**src/hdl/chs_pkg.sv**
```systemverilog
// chs_pkg: types, sizes and codes shared by the chained hash set core.
// Depends on nothing; imported by every module of the block but chs_ram.
package chs_pkg;

	localparam int KEY_W       = 31;
	localparam int HANDLE_W    = 16;
	localparam int ENTRIES     = 1024;
	localparam int BUCKETS     = 1024;
	localparam int ENT_AW      = 10;            // index into the entry pool
	localparam int BKT_AW      = 10;            // index into the bucket heads
	localparam int PTR_W       = ENT_AW + 1;    // pointer with end-of-chain bit
	localparam int BC_W        = 11;
	localparam int ST_W        = 3;
	localparam int ENT_W       = KEY_W + HANDLE_W + PTR_W;

	localparam logic [PTR_W-1:0] PTR_NONE    = PTR_W'(ENTRIES);
	localparam logic [BC_W-1:0]  BC_RESET    = BC_W'(1021);
	localparam logic [BC_W-1:0]  BC_MAX      = BC_W'(BUCKETS);

	localparam logic [ST_W-1:0] ST_INSERTED  = 3'd0;
	localparam logic [ST_W-1:0] ST_DUPLICATE = 3'd1;
	localparam logic [ST_W-1:0] ST_FOUND     = 3'd2;
	localparam logic [ST_W-1:0] ST_NOT_FOUND = 3'd3;
	localparam logic [ST_W-1:0] ST_POOL_FULL = 3'd4;

	localparam logic OP_INSERT = 1'b0;
	localparam logic OP_LOOKUP = 1'b1;

	typedef struct packed {
		logic                op;
		logic [KEY_W-1:0]    key;
		logic [HANDLE_W-1:0] entry_handle;
	} chs_req_t;

	typedef struct packed {
		logic [ST_W-1:0]     status;
		logic [HANDLE_W-1:0] found_handle;
	} chs_rsp_t;

	// classified job handed from front to back
	typedef struct packed {
		logic                op;
		logic [KEY_W-1:0]    key;
		logic [HANDLE_W-1:0] handle;
		logic [BKT_AW-1:0]   bucket;
	} chs_job_t;

	typedef struct packed {
		logic [KEY_W-1:0]    key;
		logic [HANDLE_W-1:0] handle;
		logic [PTR_W-1:0]    next;
	} chs_ent_t;

endpackage

```
**src/hdl/chs_front.sv**
```systemverilog
// chs_front: takes beats, works out the bucket with a bit-serial modulo unit
// and queues classified jobs (two deep) for the back end. Uses chs_pkg.
module chs_front (
	input  logic                    clk,
	input  logic                    arst_n,
	input  logic                    push,
	output logic                    full,
	input  chs_pkg::chs_req_t       req,
	input  logic [chs_pkg::BC_W-1:0] divisor,
	input  logic                    clearing,
	output logic                    job_valid,
	output chs_pkg::chs_job_t       job,
	input  logic                    job_take
);
	import chs_pkg::*;

	logic              busy_q;
	logic              done_q;
	logic [4:0]        bit_q;
	logic [BC_W-1:0]   rem_q;
	chs_req_t          item_q;
	logic [BC_W:0]     trial;
	logic [BC_W:0]     diff;
	logic              accept;
	logic              enq;
	chs_job_t          q0_q, q1_q, new_job;
	logic [1:0]        qcnt_q;

	assign full   = busy_q | clearing;
	assign accept = push & ~full;
	assign enq    = busy_q & done_q & (qcnt_q != 2'd2);

	// one quotient bit per cycle, MSB first; remainder stays below divisor
	assign trial = {rem_q, item_q.key[bit_q]};
	assign diff  = trial - {1'b0, divisor};

	always_ff @(posedge clk or negedge arst_n) begin
		if (!arst_n) begin
			busy_q <= 1'b0;
			done_q <= 1'b0;
			bit_q  <= '0;
		end else if (accept) begin
			busy_q <= 1'b1;
			done_q <= 1'b0;
			bit_q  <= 5'(KEY_W - 1);
		end else if (busy_q && !done_q) begin
			if (bit_q == 5'd0) begin
				done_q <= 1'b1;
			end else begin
				bit_q <= bit_q - 5'd1;
			end
		end else if (enq) begin
			busy_q <= 1'b0;
			done_q <= 1'b0;
		end
	end

	always_ff @(posedge clk) begin
		if (accept) begin
			item_q <= req;
			rem_q  <= '0;
		end else if (busy_q && !done_q) begin
			rem_q <= diff[BC_W] ? trial[BC_W-1:0] : diff[BC_W-1:0];
		end
	end

	always_comb begin
		new_job.op     = item_q.op;
		new_job.key    = item_q.key;
		new_job.handle = item_q.entry_handle;
		new_job.bucket = rem_q[BKT_AW-1:0];
	end

	// two-entry job queue, head in q0
	always_ff @(posedge clk or negedge arst_n) begin
		if (!arst_n) begin
			qcnt_q <= '0;
		end else begin
			qcnt_q <= qcnt_q + {1'b0, enq} - {1'b0, job_take};
		end
	end

	always_ff @(posedge clk) begin
		if (job_take) begin
			q0_q <= (qcnt_q == 2'd2) ? q1_q : new_job;
			if (enq) begin
				q1_q <= new_job;
			end
		end else if (enq) begin
			if (qcnt_q == 2'd0) begin
				q0_q <= new_job;
			end else begin
				q1_q <= new_job;
			end
		end
	end

	assign job_valid = qcnt_q != 2'd0;
	assign job       = q0_q;

endmodule

```
**config.mk**
```make
export PLATFORM = sky130hd
export DESIGN_NAME = chs_front
export DESIGN_NICKNAME = d
export VERILOG_FILES = /design/src/hdl/chs_pkg.sv /design/src/hdl/chs_front.sv
export SDC_FILE = /design/constraint.sdc
export NUM_CORES = 1
export LEC_CHECK = 0
export ABC_AREA = 1
export BUFFER_PORTS_ARGS = -buffer_cell sky130_fd_sc_hd__buf_2
export CAP_MARGIN = 0
export CORE_MARGIN = 1
export CORE_UTILIZATION = 35
export CTS_CLUSTER_DIAMETER = 80
export DETAILED_ROUTE_END_ITERATION = 10
export GPL_ROUTABILITY_DRIVEN = 0
export PLACE_DENSITY = 0.63
export SETUP_SLACK_MARGIN = 0.5
export SLEW_MARGIN = 25
export SYNTH_ARGS = -nofsm -noshare
export SYNTH_HDL_FRONTEND = slang
export SYNTH_SLANG_ARGS = --single-unit
```
**constraint.sdc**
```tcl
create_clock -name clk -period 6.1 [get_ports clk]
set_input_delay 1.22 -clock clk [delete_from_list [all_inputs] [get_ports clk]]
set_output_delay 1.22 -clock clk [all_outputs]
set_load 0.02 [all_outputs]
```
==> out/metrics.csv, run 1 <==
stage;metric;value;unit
setup_path;cpMaxStageDelayCell;dfrtp_1;
clocking;htree_levels;4;
route;dr.pass1.iters;5;
yosys;synth-seq-area-share;70.30;%
clocking;cts_sinks;184;
final_layout;nFillCells;1977;
sta;clock.fmax;320.4;MHz
yosys;synth_top_area_share;64.47;%
final_layout;drive_gt1_share;27.57;%
yosys;synthTopCellsByArea;edfxtp_1, nand2_1, mux2_2;
die;ios;124;
sta;setup_tns;0;ns
route;route.final.wire_length;15.09;mm
sta;finalHoldViolations;0;
yosys;yosysWarnings;0;
setup_path;critical_path.cell_chain;inv_4, nand2_1, nand3_1, a21oi_1, nor2_1, nand2_1, nand2_1, ha_1, fa_1, o21bai_1, nand2_1, nand2_1, nand2_1, nand2_1, nand2_1, nand3_1, nand2_1;
sta;relSlewSlack;45.81;%
power_and_ir_drop;ir_worst_vdd;0.1969;mV
die;core;21220;sq um
clocking;path_clk_slew;0.07;ns
final_layout;instances_no_fill;1034;
setup_path;path_depth;17;
setup_path;worst_r2r_endpoint;rem_q[8]$_SDFFE_PP0P_;
grt;grt_max_degree;90;
setup_path;rrSetupSlack;2.98;ns
setup_path;worstPathMaxFanout;19;
clocking;ctsResizeCount;0;
sta;rsz0062_at_grt;false;
clocking;hold_buffers;0;
final_layout;fin_area;9185;sq um
clocking;cts_tree;yes;
setup_path;startpoint;bit_q[0]$_DFFE_PN0P_;
route;drc_errors;0;
place;hpwl;10.32;mm
grt;grt_pass1_wl;23.42;mm
setup_path;crit_arrival;3.44;ns
die;die_y;149.7;um
final_layout;layout.nets;825;
place;io_buffers;123;
clocking;clock-root-buffer;clkbuf_16;
route;wire_per_inst;14.60;um
route;ant_nets;0;
power_and_ir_drop;p_leak;3.837;nW
place;place_inst;1000;
setup_path;worstSetupPathType;register to register;
sta;fin_crit_sh;51.16;%
route;vias;4669;
clocking;postCtsSetupBuffers;0;
yosys;synth_cell_types;31;
power_and_ir_drop;power.density;479.0;nW/um^2
die;initial_core_util;36.00;%
power_and_ir_drop;fin_total_pwr;4.399;mW
yosys;synthesis.area_per_instance;12.40;sq um
setup_path;crit_top_cell;nand2_1;
grt;grt_use_total;14.05;%
die;dieArea;22420;sq um
setup_path;critPathTopFamily;simple AND/OR/NAND/NOR gates;
grt;grt_pass1_vias;4421;
setup_path;r2r_start;bit_q[0]$_DFFE_PN0P_;
die;row_count;53;
place;placedInstanceArea;8548;sq um
setup_path;reg2reg_depth;17;
die;die_x;149.7;um
yosys;syn_inst;616;
route;drt_iter0_markers;287;
setup_path;cpPeakStageDelay;0.77;ns
route;via_per_inst;4.515;
sta;setup_violations;0;
clocking;numCtsBuffers;17;
setup_path;cp_data_required_time;6.42;ns
clocking;clk_latency;0.43;ns
sta;maxSlewViolCount;0;
setup_path;critPathCaptureType;register;
grt;grt_overflow;0;
sta;min_period;3.121;ns
setup_path;crit_end;rem_q[8]$_SDFFE_PP0P_;
run_status;status;complete, no violations;
sta;tightest_slew;0.8129;ns
yosys;netlist_area;7639;sq um
setup_path;worst-path-buf-inv;1;
grt;antenna_found_initial;0;
setup_path;start_kind;register;
worst_hold_path;hold_class;register to register;
sta;worst_clock_skew;0.01083;ns
yosys;syn_nets;696;
yosys;netlist.top_cell.by_area;edfxtp_1;
clocking;clock_path_buffers;2;
final_layout;syn2layout_area_growth;20.25;%
job;max-cap-violations;0;
yosys;ys_ff_latch;184;
==> final cells by class <==
cell class / count / area (sq um) / area share (%)
Clock buffer: 17 / 425.4 / 4.632
Clock inverter: 15 / 185.2 / 2.016
Inverter: 78 / 295.3 / 3.215
Tap cell: 275 / 344.1 / 3.746
Sequential cell: 184 / 5370 / 58.47
Multi-Input combinational cell: 337 / 1909 / 20.79
Antenna cell: 1 / 2.502 / 0.02724
Timing Repair Buffer: 127 / 653.1 / 7.111
==> power breakdown <==
part	internal, mW	total (mW)	switching (mW)	leakage [nW]
clock network	0.622	1.11	0.493	0.303
registers	1.78	1.94	0.163	1.74
logic	0.453	1.34	0.889	1.79
==> Yosys cell counts (all sizes together) <==
| library cell | count |
|---|---|
| inv | 78 |
| a21oi | 41 |
| nor2 | 49 |
| a31oi | 1 |
| a32o | 1 |
| xor2 | 4 |
| fa | 1 |
| clkbuf | 4 |
| nand3b | 3 |
| buf | 13 |
| nand3 | 44 |
| edfxtp | 164 |
| dfrtp | 9 |
| nor4 | 1 |
| nand4 | 4 |
| xnor2 | 4 |
| ha | 15 |
| dfxtp | 11 |
| o211ai | 1 |
| nor3 | 1 |
| nand2 | 130 |
| mux2 | 27 |
| o21bai | 2 |
| o21ai | 8 |
==> routing by layer <==
| metal | vias up | GRT usage (%) | part of all wire [%] |
|---|---|---|---|
| met2 | 120 | 21.76 | 49 |
| met1 | 2174 | 18.90 | 45 |
| met3 | 12 | 3.293 | 4.9 |
| met4 | 0 | 5.859 | 1.4 |
| met5 | - | 0 | 0 |
| li1 | 2363 | - | - |
==> worst register-to-register path: stages, from the launching register on <==
cell	delay [ns]
dfrtp_1	0.77
inv_4	0.22
nand2_1	0.13
nand3_1	0.09
a21oi_1	0.15
nor2_1	0.05
nand2_1	0.05
nand2_1	0.10
ha_1	0.23
fa_1	0.44
o21bai_1	0.29
nand2_1	0.11
nand2_1	0.07
nand2_1	0.04
nand2_1	0.07
nand2_1	0.07
nand3_1	0.09
nand2_1	0.05
==> cell families (layout without fill, tap and decap cells) <==
family / after synthesis / count (layout) / share of synthesized area, %
buf+inv: 95 / 237 / 5.225
other cells: 0 / 1 / 0
xor+xnor: 8 / 8 / 0.9172
compound gates: 54 / 54 / 3.718
fa+ha+maj: 16 / 16 / 2.719
simple gates: 232 / 232 / 13.14
flops: 184 / 184 / 70.30
mux: 27 / 27 / 3.980
==> worst min-delay path by stage <==
stage	from	endpoint	slack, ns	cells after the start
finish	item_q[17]$_DFFE_PP_	q1_q[27]$_DFFE_PP_	0.44	0
global route	item_q[17]$_DFFE_PP_	q1_q[27]$_DFFE_PP_	0.46	0
CTS	item_q[10]$_DFFE_PP_	q1_q[20]$_DFFE_PP_	0.45	0
detailed placement	item_q[1]$_DFFE_PP_	q1_q[11]$_DFFE_PP_	0.43	0
global placement	item_q[13]$_DFFE_PP_	q1_q[23]$_DFFE_PP_	0.43	0
floorplan	item_q[0]$_DFFE_PP_	q1_q[10]$_DFFE_PP_	0.42	0
==> cell usage in the layout (no fill, tap or decap), types with 2 or more instances in the layout <==
master and instances:
clkinv_4 2, bufinv_16 2, buf_4 3, ha_1 15
xor2_1 4, nand3b_1 3, xnor2_1 4, dfxtp_1 11
nand3_2 3, dfrtp_1 9, nand4_1 4, nand3_1 41
nor2_1 46, a21oi_1 41, inv_6 3, buf_2 123
clkinv_8 2, clkinv_2 3, mux2_2 27, inv_1 75
clkbuf_16 17, nor2_2 3, inv_8 3, o21bai_1 2
nand2_2 11, inv_2 2, edfxtp_1 164, o21ai_0 7
nand2_1 118
==> flip-flops by register name, indices dropped and copies added (netlist names) <==
signal and cells:
qcnt_q 2, job 58, rem_q 11, bit_q 5, done_q 1, q1_q 58, busy_q 1, item_q 48
==> through the flow <==
step / setup WS, ns / utilization, % / hold slack (ns)
after global placement: 2.903 / 40.28 / 0.4251
final: 2.979 / 43.28 / 0.4441
after CTS: 2.974 / 43.16 / 0.4498
after detailed placement: 2.862 / 40.28 / 0.4301
after floorplan: 0.6239 / - / 0.4204
after global routing: 2.661 / 43.27 / 0.4570
Power figures use the tool's default switching activity.
==> inputs of run 2 (changes only) <==
--- a/config.mk
+++ b/config.mk
@@ -5,7 +5,7 @@
 export SDC_FILE = /design/constraint.sdc
 export NUM_CORES = 1
 export LEC_CHECK = 0
-export ABC_AREA = 1
+export ABC_AREA = 0
 export BUFFER_PORTS_ARGS = -buffer_cell sky130_fd_sc_hd__buf_2
 export CAP_MARGIN = 0
 export CORE_MARGIN = 1
@@ -13,7 +13,7 @@
 export CTS_CLUSTER_DIAMETER = 80
 export DETAILED_ROUTE_END_ITERATION = 10
 export GPL_ROUTABILITY_DRIVEN = 0
-export PLACE_DENSITY = 0.63
+export PLACE_DENSITY = 0.65
 export SETUP_SLACK_MARGIN = 0.5
 export SLEW_MARGIN = 25
 export SYNTH_ARGS = -nofsm -noshare
==> constraint.sdc (replaced) <==
create_clock -name clk -period 2.6 [get_ports clk]
set_input_delay 0.52 -clock clk [delete_from_list [all_inputs] [get_ports clk]]
set_output_delay 0.52 -clock clk [all_outputs]
set_load 0.02 [all_outputs]
==> out/metrics.csv, run 2 <==
stage;metric;value;unit
die;die_y;147.7;um
final_layout;nFillCells;1848;
setup_path;reg2reg_depth;12;
sta;setup_violations;11;
grt;grt_overflow;0;
die;initial_core_util;36.16;%
route;ant_nets;0;
final_layout;final_common_cell;edfxtp_1;
place;place_inst;851;
yosys;ys_ff_latch;184;
setup_path;critPathCaptureType;register;
final_layout;drive_gt1_share;45.26;%
sta;relSlewSlack;63.58;%
final_layout;multiInputGateArea;2034;sq um
job;max-cap-violations;0;
sta;clock.fmax;307.5;MHz
sta;fin_crit_sh;125.1;%
worst_hold_path;whs_path_depth;1;
final_layout;final_cell_mix;edfxtp_1, buf_2, mux2_2;
worst_hold_path;hold_class;primary input to register;
route;dr.pass1.iters;4;
sta;finalHoldViolations;0;
grt;grt_max_degree;49;
sta;maxSlewViolCount;0;
setup_path;worstSetupPathType;register to register;
setup_path;worstPathMaxFanout;4;
place;io_buffers;123;
final_layout;layout.nets;690;
clocking;numCtsBuffers;17;
place;placedInstanceArea;8688;sq um
power_and_ir_drop;power.density;1100;nW/um^2
yosys;synth_cell_types;51;
die;core;20560;sq um
yosys;yosysWarnings;0;
sta;tightest_slew;0.5443;ns
setup_path;cp_data_required_time;2.97;ns
yosys;synth_ff_type;edfxtp_1;
yosys;synthAdderAreaFrac;2.794;%
die;dieArea;21830;sq um
clocking;path_clk_slew;0.08;ns
yosys;synthesis.area_per_instance;16.90;sq um
clocking;clock-root-buffer;clkbuf_16;
grt;grt_pass1_vias;4466;
place;hpwl;10.25;mm
yosys;synth_mux_area_share;12.40;%
final_layout;syn2layout_area_growth;26.93;%
clocking;cts_sinks;184;
clocking;htree_levels;4;
clocking;clk_latency;0.43;ns
clocking;cts_tree;yes;
yosys;yosys.cell_count.top_type;edfxtp_1;
run_status;violations;negative setup slack;
sta;worst_hold_slack;0.2607;ns
yosys;syn_inst;440;
die;row_count;52;
route;wire_per_inst;17.13;um
worst_hold_path;worstHoldEndpoint;item_q[9]$_DFFE_PP_;
die;ios;124;
setup_path;start_kind;register;
run_status;status;finished, violations left;
grt;globalRouteMet3Util;3.765;%
yosys;synth-compound-area-share;4.561;%
route;drc_errors;0;
sta;worst_clock_skew;0.01075;ns
setup_path;r2r_start;bit_q[1]$_DFFE_PN0P_;
yosys;synthArstFlopShare;4.891;%
yosys;synthTopCellsByArea;edfxtp_1, mux2_2, dfrtp_1;
sta;min_period;3.252;ns
power_and_ir_drop;fin_total_pwr;10.38;mW
grt;met2_usage;22.95;%
route;via_per_inst;4.817;
route;route.final.wire_length;15.30;mm
grt;grt_use_total;14.77;%
yosys;synth-seq-area-share;72.23;%
setup_path;rrSetupSlack;-0.65;ns
grt;met1_usage;20.13;%
setup_path;crit_arrival;3.62;ns
final_layout;register_area;5371;sq um
clocking;clock_path_buffers;2;
route;drt_iter0_markers;240;
yosys;synthSimpleGateAreaFrac;4.813;%
power_and_ir_drop;ir_worst_vdd;0.4894;mV
setup_path;worst_r2r_endpoint;rem_q[10]$_SDFFE_PP0P_;
yosys;netlist.top_cell.by_area;edfxtp_1;
sta;setup_slack;-0.6518;ns
sta;setup_tns;-5.879;ns
yosys;synth_top_family_by_area;multiplexers;
yosys;netlist_area;7435;sq um
final_layout;instances_no_fill;893;
final_layout;fin_area;9437;sq um
worst_hold_path;hold_path_startpoint;req[9];
die;die_x;147.7;um
yosys;synth_top_area_share;66.24;%
grt;antenna_found_initial;0;
route;vias;4302;
yosys;synth-edff-count;164;
final_layout;antennaDiodeCount;0;
grt;grt_pass1_wl;24.25;mm
grt;grt-busiest-layer;met2;
yosys;netlist_top_cells_count;edfxtp_1, mux2_2, nand2_1;
sta;rsz0062_at_grt;true;
power_and_ir_drop;p_leak;3.633;nW
yosys;synth_xor_area_share;1.296;%
yosys;syn_nets;520;
==> run 2: final cells by class <==
cell class	instances	area share, %
clock buffers	18	4.548
clock inverters	14	1.710
inverters	18	0.7160
multi-input cells	222	21.56
flip-flops and latches	184	56.92
well taps	270	3.580
repair buffers	167	10.97
==> run 2: per-layer routing <==
metal / share of wire (%) / wire length, um
met1: 46 / 7068
met2: 47 / 7258
met4: 1.5 / 222
met5: 0 / 0
met3: 4.9 / 751
==> run 2: cell families (layout without fill, tap and decap cells) <==
| group | count (synthesis) | in the layout |
|---|---|---|
| xor+xnor | 11 | 11 |
| flops | 184 | 184 |
| simple gates | 71 | 71 |
| compound gates | 48 | 48 |
| mux | 76 | 76 |
| fa+ha+maj | 16 | 16 |
| buf+inv | 34 | 217 |
==> run 2: what timing repair did <==
action | 4_1_cts | 5_1_grt
resized for setup | 16 | 5
buffers inserted | 4 | 5
pin swaps | 6 | 5
hold buffers | 1 | 0
endpoints found under the hold margin | 9 | 0
setup endpoints to repair | 11 | 27
==> run 2: worst max-delay path by stage <==
stage                    startpoint                     end  slack [ns]
2_1_floorplan  bit_q[1]$_DFFE_PN0P_  rem_q[10]$_SDFFE_PP0P_       -0.61
3_3_place_gp   bit_q[1]$_DFFE_PN0P_  rem_q[10]$_SDFFE_PP0P_       -0.73
3_5_place_dp   item_q[45]$_DFFE_PP_  rem_q[10]$_SDFFE_PP0P_       -0.77
4_1_cts        bit_q[1]$_DFFE_PN0P_  rem_q[10]$_SDFFE_PP0P_       -0.66
5_1_grt        bit_q[1]$_DFFE_PN0P_  rem_q[10]$_SDFFE_PP0P_       -0.78
6_report       bit_q[1]$_DFFE_PN0P_  rem_q[10]$_SDFFE_PP0P_       -0.65
==> run 2: critical path, stage by stage (launching register included) <==
cell and delay (ns):
dfrtp_2 0.44, mux4_2 0.52, a22o_1 0.23, a41oi_2 0.14
o211a_1 0.24, ha_4 0.16, fa_2 0.20, nand2b_4 0.13
a21oi_2 0.06, o41a_1 0.33, or4_1 0.40, a311o_1 0.28
nand3_1 0.08
==> run 2: metrics by stage <==
step	util (%)	setup slack [ns]
finish	45.90	-0.6518
global route	45.90	-0.7762
CTS	45.57	-0.6565
detailed placement	42.26	-0.7704
global placement	42.26	-0.7295
floorplan	-	-0.6135
==> run 2: power by group <==
group	internal, mW	leakage [nW]	switching, mW
combinational	1.76	1.62	1.83
sequential	3.91	1.73	0.304
clock	1.37	0.290	1.20
total	7.04	3.63	3.33
==> inputs of run 3 (changes only) <==
--- a/config.mk
+++ b/config.mk
@@ -8,14 +8,17 @@
 export ABC_AREA = 0
 export BUFFER_PORTS_ARGS = -buffer_cell sky130_fd_sc_hd__buf_2
 export CAP_MARGIN = 0
+export CELL_PAD_IN_SITES_DETAIL_PLACEMENT = 0
+export CELL_PAD_IN_SITES_GLOBAL_PLACEMENT = 1
 export CORE_MARGIN = 1
 export CORE_UTILIZATION = 35
 export CTS_CLUSTER_DIAMETER = 80
 export DETAILED_ROUTE_END_ITERATION = 10
 export GPL_ROUTABILITY_DRIVEN = 0
-export PLACE_DENSITY = 0.65
+export PLACE_DENSITY = 0.73
 export SETUP_SLACK_MARGIN = 0.5
 export SLEW_MARGIN = 25
 export SYNTH_ARGS = -nofsm -noshare
 export SYNTH_HDL_FRONTEND = slang
 export SYNTH_SLANG_ARGS = --single-unit
+export TNS_END_PERCENT = 1
==> out/metrics.csv, run 3 (same netlist as run 2, synthesis figures left out) <==
stage;metric;value;unit
run_status;status;finished, violations left;
run_status;violations;negative setup slack;
sta;rsz0062_at_grt;true;
power_and_ir_drop;power.density;1069;nW/um^2
clocking;clock_path_buffers;2;
power_and_ir_drop;p_switching;3.149;mW
die;die_y;147.7;um
grt;grt_pass1_wl;24.41;mm
final_layout;layout.nets;686;
die;ios;124;
final_layout;fin_area;9321;sq um
setup_path;critPathCaptureType;register;
route;vias;4232;
sta;clock.fmax;303.0;MHz
power_and_ir_drop;p_comb_share;33.3;%
sta;setup_slack;-0.7003;ns
place;hpwl;10.40;mm
clocking;clock-root-buffer;clkbuf_16;
route;via_per_inst;4.760;
clocking;postCtsSetupBuffers;0;
sta;fin_crit_sh;126.9;%
grt;grt_use_total;14.94;%
place;placedInstanceArea;8732;sq um
power_and_ir_drop;seqPwrFrac;42.5;%
grt;grt_max_degree;47;
final_layout;final_cell_mix;edfxtp_1, buf_2, mux2_2;
grt;grt_pass1_vias;4403;
grt;grt_overflow;0;
setup_path;worstSetupPathType;register to register;
power_and_ir_drop;p_leak;3.559;nW
power_and_ir_drop;switching_share;31.61;%
die;dieArea;21830;sq um
clocking;clk_latency;0.43;ns
grt;antenna_found_initial;0;
final_layout;drive_gt1_share;44.43;%
power_and_ir_drop;fin_total_pwr;9.961;mW
die;core;20560;sq um
final_layout;syn2layout_area_growth;25.38;%
clocking;numCtsBuffers;17;
clocking;path_clk_slew;0.07;ns
clocking;cts_tree;yes;
worst_hold_path;hold_class;primary input to register;
clocking;htree_levels;4;
route;ant_nets;0;
sta;finalHoldViolations;0;
power_and_ir_drop;ir_worst_vdd;0.3786;mV
setup_path;start_kind;register;
route;route.final.wire_length;15.29;mm
power_and_ir_drop;pwr-share-clk;24.2;%
sta;relSlewSlack;59.26;%
die;row_count;52;
route;drt_iter0_markers;222;
power_and_ir_drop;p_int;6.812;mW
sta;tightest_slew;0.6112;ns
job;max-cap-violations;0;
sta;setup_violations;11;
route;dr.pass1.iters;4;
final_layout;final_common_cell;edfxtp_1;
setup_path;worstPathMaxFanout;5;
die;die_x;147.7;um
die;initial_core_util;36.16;%
route;drc_errors;0;
place;io_buffers;123;
sta;maxSlewViolCount;0;
clocking;cts_sinks;184;
sta;min_period;3.300;ns
setup_path;crit_arrival;3.67;ns
setup_path;cp_data_required_time;2.97;ns
final_layout;antennaDiodeCount;0;
route;wire_per_inst;17.20;um
sta;worst_clock_skew;0.01146;ns
## run 3: changes by cell type in the layout (fill, tap and decap cells not counted), moves of 3 or more
| cell | delta |
|---|---|
| inv_8 | -6 |
| o21ai_1 | -6 |
| clkinvlp_4 | +5 |
| clkbuf_1 | +3 |
| o21ai_0 | +6 |
| buf_6 | -3 |
| clkinv_4 | -4 |
## run 3: path summary, 6_finish.rpt
path                                 startpoint                     end  slack, ns  cells after the start
hold / removal                          req[27]    item_q[27]$_DFFE_PP_       0.26                      1
min in group asynchronous                arst_n      busy_q$_DFFE_PN0P_       0.54                      2
setup / recovery           bit_q[1]$_DFFE_PN0P_  rem_q[10]$_SDFFE_PP0P_      -0.70                     12
max in group asynchronous                arst_n    bit_q[1]$_DFFE_PN0P_       1.85                      2
setup reg to reg           bit_q[1]$_DFFE_PN0P_  rem_q[10]$_SDFFE_PP0P_      -0.70                     12
hold reg to reg            item_q[14]$_DFFE_PP_      q1_q[24]$_DFFE_PP_       0.45                      0
## run 3: power by group through the flow
stage	sequential [mW]	combinational, mW	clock [mW]
after floorplan	4.41	2.05	0
after global placement	4.28	3.22	0
after detailed placement	4.30	3.26	0
after CTS	4.25	3.34	2.47
after global routing	4.31	3.66	2.58
final	4.24	3.32	2.41
## run 3: per-stage QoR
step / hold WS [ns] / instances / TNS (ns) / setup slack [ns] / utilization, %
2_1_floorplan: 0.2244 / 440 / -13.40 / -0.6135 / -
6_report: 0.2570 / 889 / -5.123 / -0.7003 / 45.34
3_5_place_dp: 0.3990 / 856 / -6.801 / -0.7930 / 42.47
5_1_grt: 0.2337 / 889 / -7.080 / -0.8401 / 45.34
4_1_cts: 0.2368 / 889 / -5.194 / -0.7061 / 45.28
3_3_place_gp: 0.3936 / 856 / -6.421 / -0.7826 / 42.47
## run 3: what timing repair did
item	CTS	global route
endpoints found under the setup margin	11	12
gates resized for setup	4	2
pin swaps	3	0
endpoints found under the hold margin	9	0
hold buffers	1	0
## run 3: critical path, stage by stage, from the launching register on
cell,delay (ns)
dfrtp_2,0.44
mux4_2,0.52
a22o_1,0.25
a41oi_2,0.15
o211a_1,0.23
ha_4,0.16
fa_2,0.21
nand2b_4,0.12
a21oi_2,0.06
o41a_1,0.33
or4_1,0.41
a311o_1,0.28
nand3_1,0.08
## run 3: cell type report
class,count,area (sq um)
tap,270,337.8
clock inverter,11,103.9
timing repair buffer,163,1006
fill,1879,11240
multi-input combinational,222,1994
inverter,18,67.56
sequential,184,5371
clock buffer,21,440.4
## run 3: per-layer routing
metal	part of all wire (%)	vias up	track usage (%)
met2	47	110	22.69
met5	0	-	0
met1	47	2093	20.75
met4	1.6	0	6.082
met3	4.5	16	3.333
li1	-	2013	-
